**src/hdl/dqpt_pkg.sv**
```systemverilog
package dqpt_pkg;

  localparam int DATA_W    = 32;
  localparam int CFG_IDX_W = 3;

  // position of the scalar part in a quaternion
  localparam int W_IDX = 3;

  typedef logic [DATA_W-1:0] word_t;

  typedef struct packed {
    word_t [3:0] r;
    word_t [3:0] d;
  } pose_t;

  typedef enum logic [CFG_IDX_W-1:0] {
    REG_REAL_X,
    REG_REAL_Y,
    REG_REAL_Z,
    REG_REAL_W,
    REG_DUAL_X,
    REG_DUAL_Y,
    REG_DUAL_Z,
    REG_DUAL_W
  } cfg_reg_t;

endpackage

```
**src/hdl/dqpt_cfg_regs.sv**
```systemverilog
module dqpt_cfg_regs #(
  parameter int FRAC_BITS = 16
) (
  input  logic                             clk,
  input  logic                             rst,
  input  logic                             wr_en,
  input  logic [dqpt_pkg::CFG_IDX_W-1:0]   wr_index,
  input  logic [dqpt_pkg::DATA_W-1:0]      wr_data,
  output dqpt_pkg::pose_t                  pose
);

  localparam int DW = dqpt_pkg::DATA_W;
  localparam logic [DW-1:0] ONE = DW'(1) << FRAC_BITS;

  // identity pose out of reset
  always_ff @(posedge clk) begin
    if (rst) begin
      pose.r[0]               <= '0;
      pose.r[1]               <= '0;
      pose.r[2]               <= '0;
      pose.r[dqpt_pkg::W_IDX] <= ONE;
      pose.d                  <= '0;
    end else if (wr_en) begin
      unique case (dqpt_pkg::cfg_reg_t'(wr_index))
        dqpt_pkg::REG_REAL_X: pose.r[0] <= wr_data;
        dqpt_pkg::REG_REAL_Y: pose.r[1] <= wr_data;
        dqpt_pkg::REG_REAL_Z: pose.r[2] <= wr_data;
        dqpt_pkg::REG_REAL_W: pose.r[3] <= wr_data;
        dqpt_pkg::REG_DUAL_X: pose.d[0] <= wr_data;
        dqpt_pkg::REG_DUAL_Y: pose.d[1] <= wr_data;
        dqpt_pkg::REG_DUAL_Z: pose.d[2] <= wr_data;
        dqpt_pkg::REG_DUAL_W: pose.d[3] <= wr_data;
      endcase
    end
  end

endmodule

```
**config.mk**
```make
export PLATFORM = sky130hd
export DESIGN_NAME = dqpt_cfg_regs
export DESIGN_NICKNAME = d
export VERILOG_FILES = /design/src/hdl/dqpt_pkg.sv /design/src/hdl/dqpt_cfg_regs.sv
export SDC_FILE = /design/constraint.sdc
export NUM_CORES = 1
export LEC_CHECK = 0
export BUFFER_PORTS_ARGS = -buffer_cell sky130_fd_sc_hd__buf_2
export CAP_MARGIN = 20
export CORE_UTILIZATION = 35
export CTS_BUF_LIST = sky130_fd_sc_hd__clkbuf_8
export CTS_CLUSTER_SIZE = 12
export DETAILED_ROUTE_END_ITERATION = 8
export GPL_TIMING_DRIVEN = 0
export PLACE_DENSITY = 0.66
export SETUP_SLACK_MARGIN = 0.4
export SLEW_MARGIN = 20
export SYNTH_ARGS = -nofsm -noshare
export SYNTH_HDL_FRONTEND = slang
export SYNTH_SLANG_ARGS = --single-unit
```
**constraint.sdc**
```tcl
create_clock -name clk -period 2.1 [get_ports clk]
set_clock_uncertainty 0.2 [all_clocks]
set_input_delay 0.315 -clock clk [delete_from_list [all_inputs] [get_ports clk]]
set_output_delay 0.315 -clock clk [all_outputs]
set_load 0.01 [all_outputs]
```
=== Word level (Yosys, flattened, before mapping) ===
Cells that the tools add are included.

* Eq/ne operators: 7
* Reductions and logical operators: 9

{| class="wikitable"
|+ Operators with widths
! kind !! number
|-
| $reduce_and 2->1 || 8
|-
| $eq 3x3->1 const B || 4
|-
| $eq 3x2->1 const B || 2
|-
| $eq 3x1->1 const B || 1
|-
| $logic_not 3->1 || 1
|}

* Register bits after elaboration: 256
* Output and inout port bits: 256
* Word-level logic and storage cells: 24

=== Logic depth before layout (Yosys ltp) ===
* Word-level depth: 2
* Gate-level depth with buffers: 6

=== Least setup slack after synthesis ===
Ideal clock, no wire load.

* Path type: input -> register
* From: in wr_index[1] in the netlist's numbering
* To: reg pose[149] in the netlist's numbering
* Library setup time: 0.129 ns
* Data arrival time: 1.370 ns
* Required time: 1.771 ns
* Path slack: 0.401 ns
* Stages: 5
* Path buffers: 3
* Cells stage by stage: buf_2 > or4b_1 > buf_6 > buf_8 > mux2i_1

* Cells in the longest elaborated chain, start to end: 2

{| class="wikitable"
|+ RTL lines
! element !! line !! source
|-
| start: declaration || dqpt_cfg_regs.sv:7 || <nowiki>input logic [dqpt_pkg::CFG_IDX_W-1:0] wr_index,</nowiki>
|-
| $logic_not 3->1 || dqpt_cfg_regs.sv:24 || <nowiki>unique case (dqpt_pkg::cfg_reg_t'(wr_index))</nowiki>
|-
| $reduce_and 2->1 (no line) || -- ||
|-
| end: declaration || dqpt_cfg_regs.sv:9 || <nowiki>output dqpt_pkg::pose_t pose</nowiki>
|}

Every way passes these cells.
A chain may end at the register's enable or synchronous reset.

==> results.md <==
* IO buf count at 288
* TritonCTS clock tree: built
* Setup slack, reg-to-reg at 1.21 ns
* Count leader, synth: nand2b_1
* Worst-path clk slew at 0.06 ns
* Area growth syn-to-layout at 28.0%
* Status: completed
* Post-synthesis net count at 944
* FF/Latch Area at 0.00512 mm2
* Num CTS Buffers at 45
* Critical Path RT at 2.29 ns
* Number of synthesized flops with an enable pin at 0
* Core Region at 0.0279 mm2
* Synth top cells by count: 287 x nand2b_1, 256 x dfxtp_1, 256 x mux2i_1
* Async SR Flop Fraction at 0%
* CTS Buffer Depth at 3
* Leading post-synthesis cells by cell area: dfxtp_1 51%, mux2i_1 26%, nand2b_1 18%, clkbuf_1 1.9%, buf_2 1.4%
* Fin crit period at 1.64 ns
* Flops & latches, synth at 256
* Detailed Route WL at 29700 um
* Die Area at 0.0293 mm2
* Tightest Hold Check Type: input port to flip-flop
* Total Nets Final at 1280
* Total power at 10.2 mW
* Final Cycle Share at 78.0%
* Biggest register: pose
* Row count at 61
* Gate Count Post-Synth at 906
* Total track usage at 19.9%
* Worst slew margin at 45.6%
* PD cells at 797 mW/mm2
* Dominant cell type by area after synthesis: dfxtp_1
* Post-DRT Antenna Nets at 0
* Largest fanout on the critical path at 10
* WP data arrival at 1.83 ns
* Vias per inst at 4.49
* Max-Cap Viols at 0
* Area of the multi-input gates at 0.00446 mm2
* Highest clock rate at 610 MHz
* Worst vdd ir at 0.408 mV
* Clock Latency Late Sink at 0.53 ns
* Final Hold Violating Endpoints at 0
* Leak pwr at 6.95 nW
* DR WL/cell at 18.0 um
* Synthesized area per cell at 11.0 um2
* H-tree Lvls at 2
* Setup Crit Path Kind: input port to flip-flop
* DR iter-0 viols at 341
* Terminus of the critical flop-to-flop path: pose[197]
* Largest net degree at the start of global routing at 12
* First-pass GRT wire length at 43900 um
* Yosys warns at 0
* RSZ-0062 raised after global routing: false
* Grt total ovfl at 0
* CP startpoint kind: input port
* Synth Flop Type: dfxtp_1
* Worst-Margin Slew at 0.817 ns
* Biggest regs: pose x256
* Synth top area share at 51.2%
* Vias at 7420
* GPL Wtd Cong at 0.797
* Critical Path Source: rst
* Pins Over Slew Limit at 0
* Setup WS pre-CTS at -0.600 ns
* Die Y at 171 um
* Layout cells sized above 1 at 30.5%
* Synthesized area at 0.0100 mm2
* Horiz. Die Dim at 171 um
* Total iterations of the first detailed-routing run at 4
* Core Util, Final at 45.9%
* Dpl cell area at 0.0119 mm2
* Initial Utilization at 35.8%
* CTS sink count at 256
* Crit path to: pose[36]
* Worst r2r path cells at 2
* CP Capture Type: flip-flop
* Post-synthesis cell type count at 16
* Buffer count from post-CTS setup fixing at 0
* IO Pins at 294
* Dpl hpwl at 21200 um
* Worst Min Path Start: wr_index[0]
* Initial antenna violation count at 1
* Final setup fails at 0
* Seq/Total Area, Yosys at 51.2%
* # DRC at 0
* Final worst slack at 0.462 ns
* Vias in the first global route at 7499
* Area of all placed cells without fillers at 0.0128 mm2
* Clock root buffer: clkbuf_8
* R2r startpoint: pose[197]
* Largest register FFs at 256
* Fill cells at 2708
-- per-stage QoR --
| step | TNS [ns] | hold WS [ns] | instances |
|---|---|---|---|
| 2_1_floorplan | 0 | 0.276 | 906 |
| 3_3_place_gp | -70.55 | 0.254 | 1572 |
| 3_5_place_dp | -77.33 | 0.262 | 1572 |
| 4_1_cts | 0 | 0.0443 | 1650 |
| 5_1_grt | 0 | 0.0795 | 1651 |
| 6_report | 0 | 0.0732 | 1651 |
-- metal layers --
metal	vias up	GRT usage (%)	wire length, um
met5	-	0	0
li1	3638	-	-
met1	3500	25.0	13100
met3	53	6.08	2200
met2	229	32.1	13700
met4	0	6.68	698
-- final cells by class --
cell class                 instances  area share [%]
sequential                       256            40.0
multi-input combinational        555            34.8
timing repair buffer             289            11.3
clock buffer                      54            5.80
tap                              378            3.69
buffer                            95            3.38
clock inverter                    23           0.976
antenna                            1          0.0195
-- repair_timing --
action,in CTS,in global routing
gates resized for setup,4,4
endpoints found under the setup margin,210,12
endpoints found under the hold margin,1,0
hold buffers,1,0
-- how the worst min path moves through the flow --
stage               depth (start not counted)  slack, ns         to
floorplan                                   2       0.28  pose[240]
global placement                            2       0.25  pose[176]
detailed placement                          2       0.26  pose[232]
CTS                                         3       0.04   pose[96]
global route                                3       0.08  pose[127]
finish                                      3       0.07   pose[96]
-- logic make-up after synthesis --
| family | synth area share, % |
|---|---|
| buf+inv | 4.24 |
| flops | 51.2 |
| mux | 25.6 |
| simple gates | 19.0 |
-- cells in the final DEF, fill, tap and decap left out --
master	netlist	layout
nor2_1	2	2
clkinv_2	0	7
clkbuf_8	0	54
inv_1	0	14
clkinvlp_4	0	1
buf_6	2	2
bufinv_16	0	1
clkbuf_2	0	5
diode_2	0	1
nand4bb_1	3	3
nor4bb_1	1	1
buf_8	1	1
nand2b_1	287	287
nor4b_1	1	1
mux2i_1	256	256
buf_1	12	12
dlygate4sd3_1	0	1
nand4_1	1	1
buf_4	2	3
or4b_1	1	1
nand4b_1	3	3
buf_2	27	314
dfxtp_1	256	256
clkbuf_1	51	46
-- critical path, cell delays in order --
cell      delay [ns]
clkbuf_2        0.27
buf_2           0.29
buf_2           0.29
clkbuf_1        0.40
nand2b_1        0.18
mux2i_1         0.07
-- power breakdown --
part           total [mW]  internal (mW)  switching [mW]
clock network        4.43           2.44            1.99
logic               0.766          0.324           0.442
registers            5.02           4.97          0.0532
No activity file was read; power rests on OpenSTA's default activity.
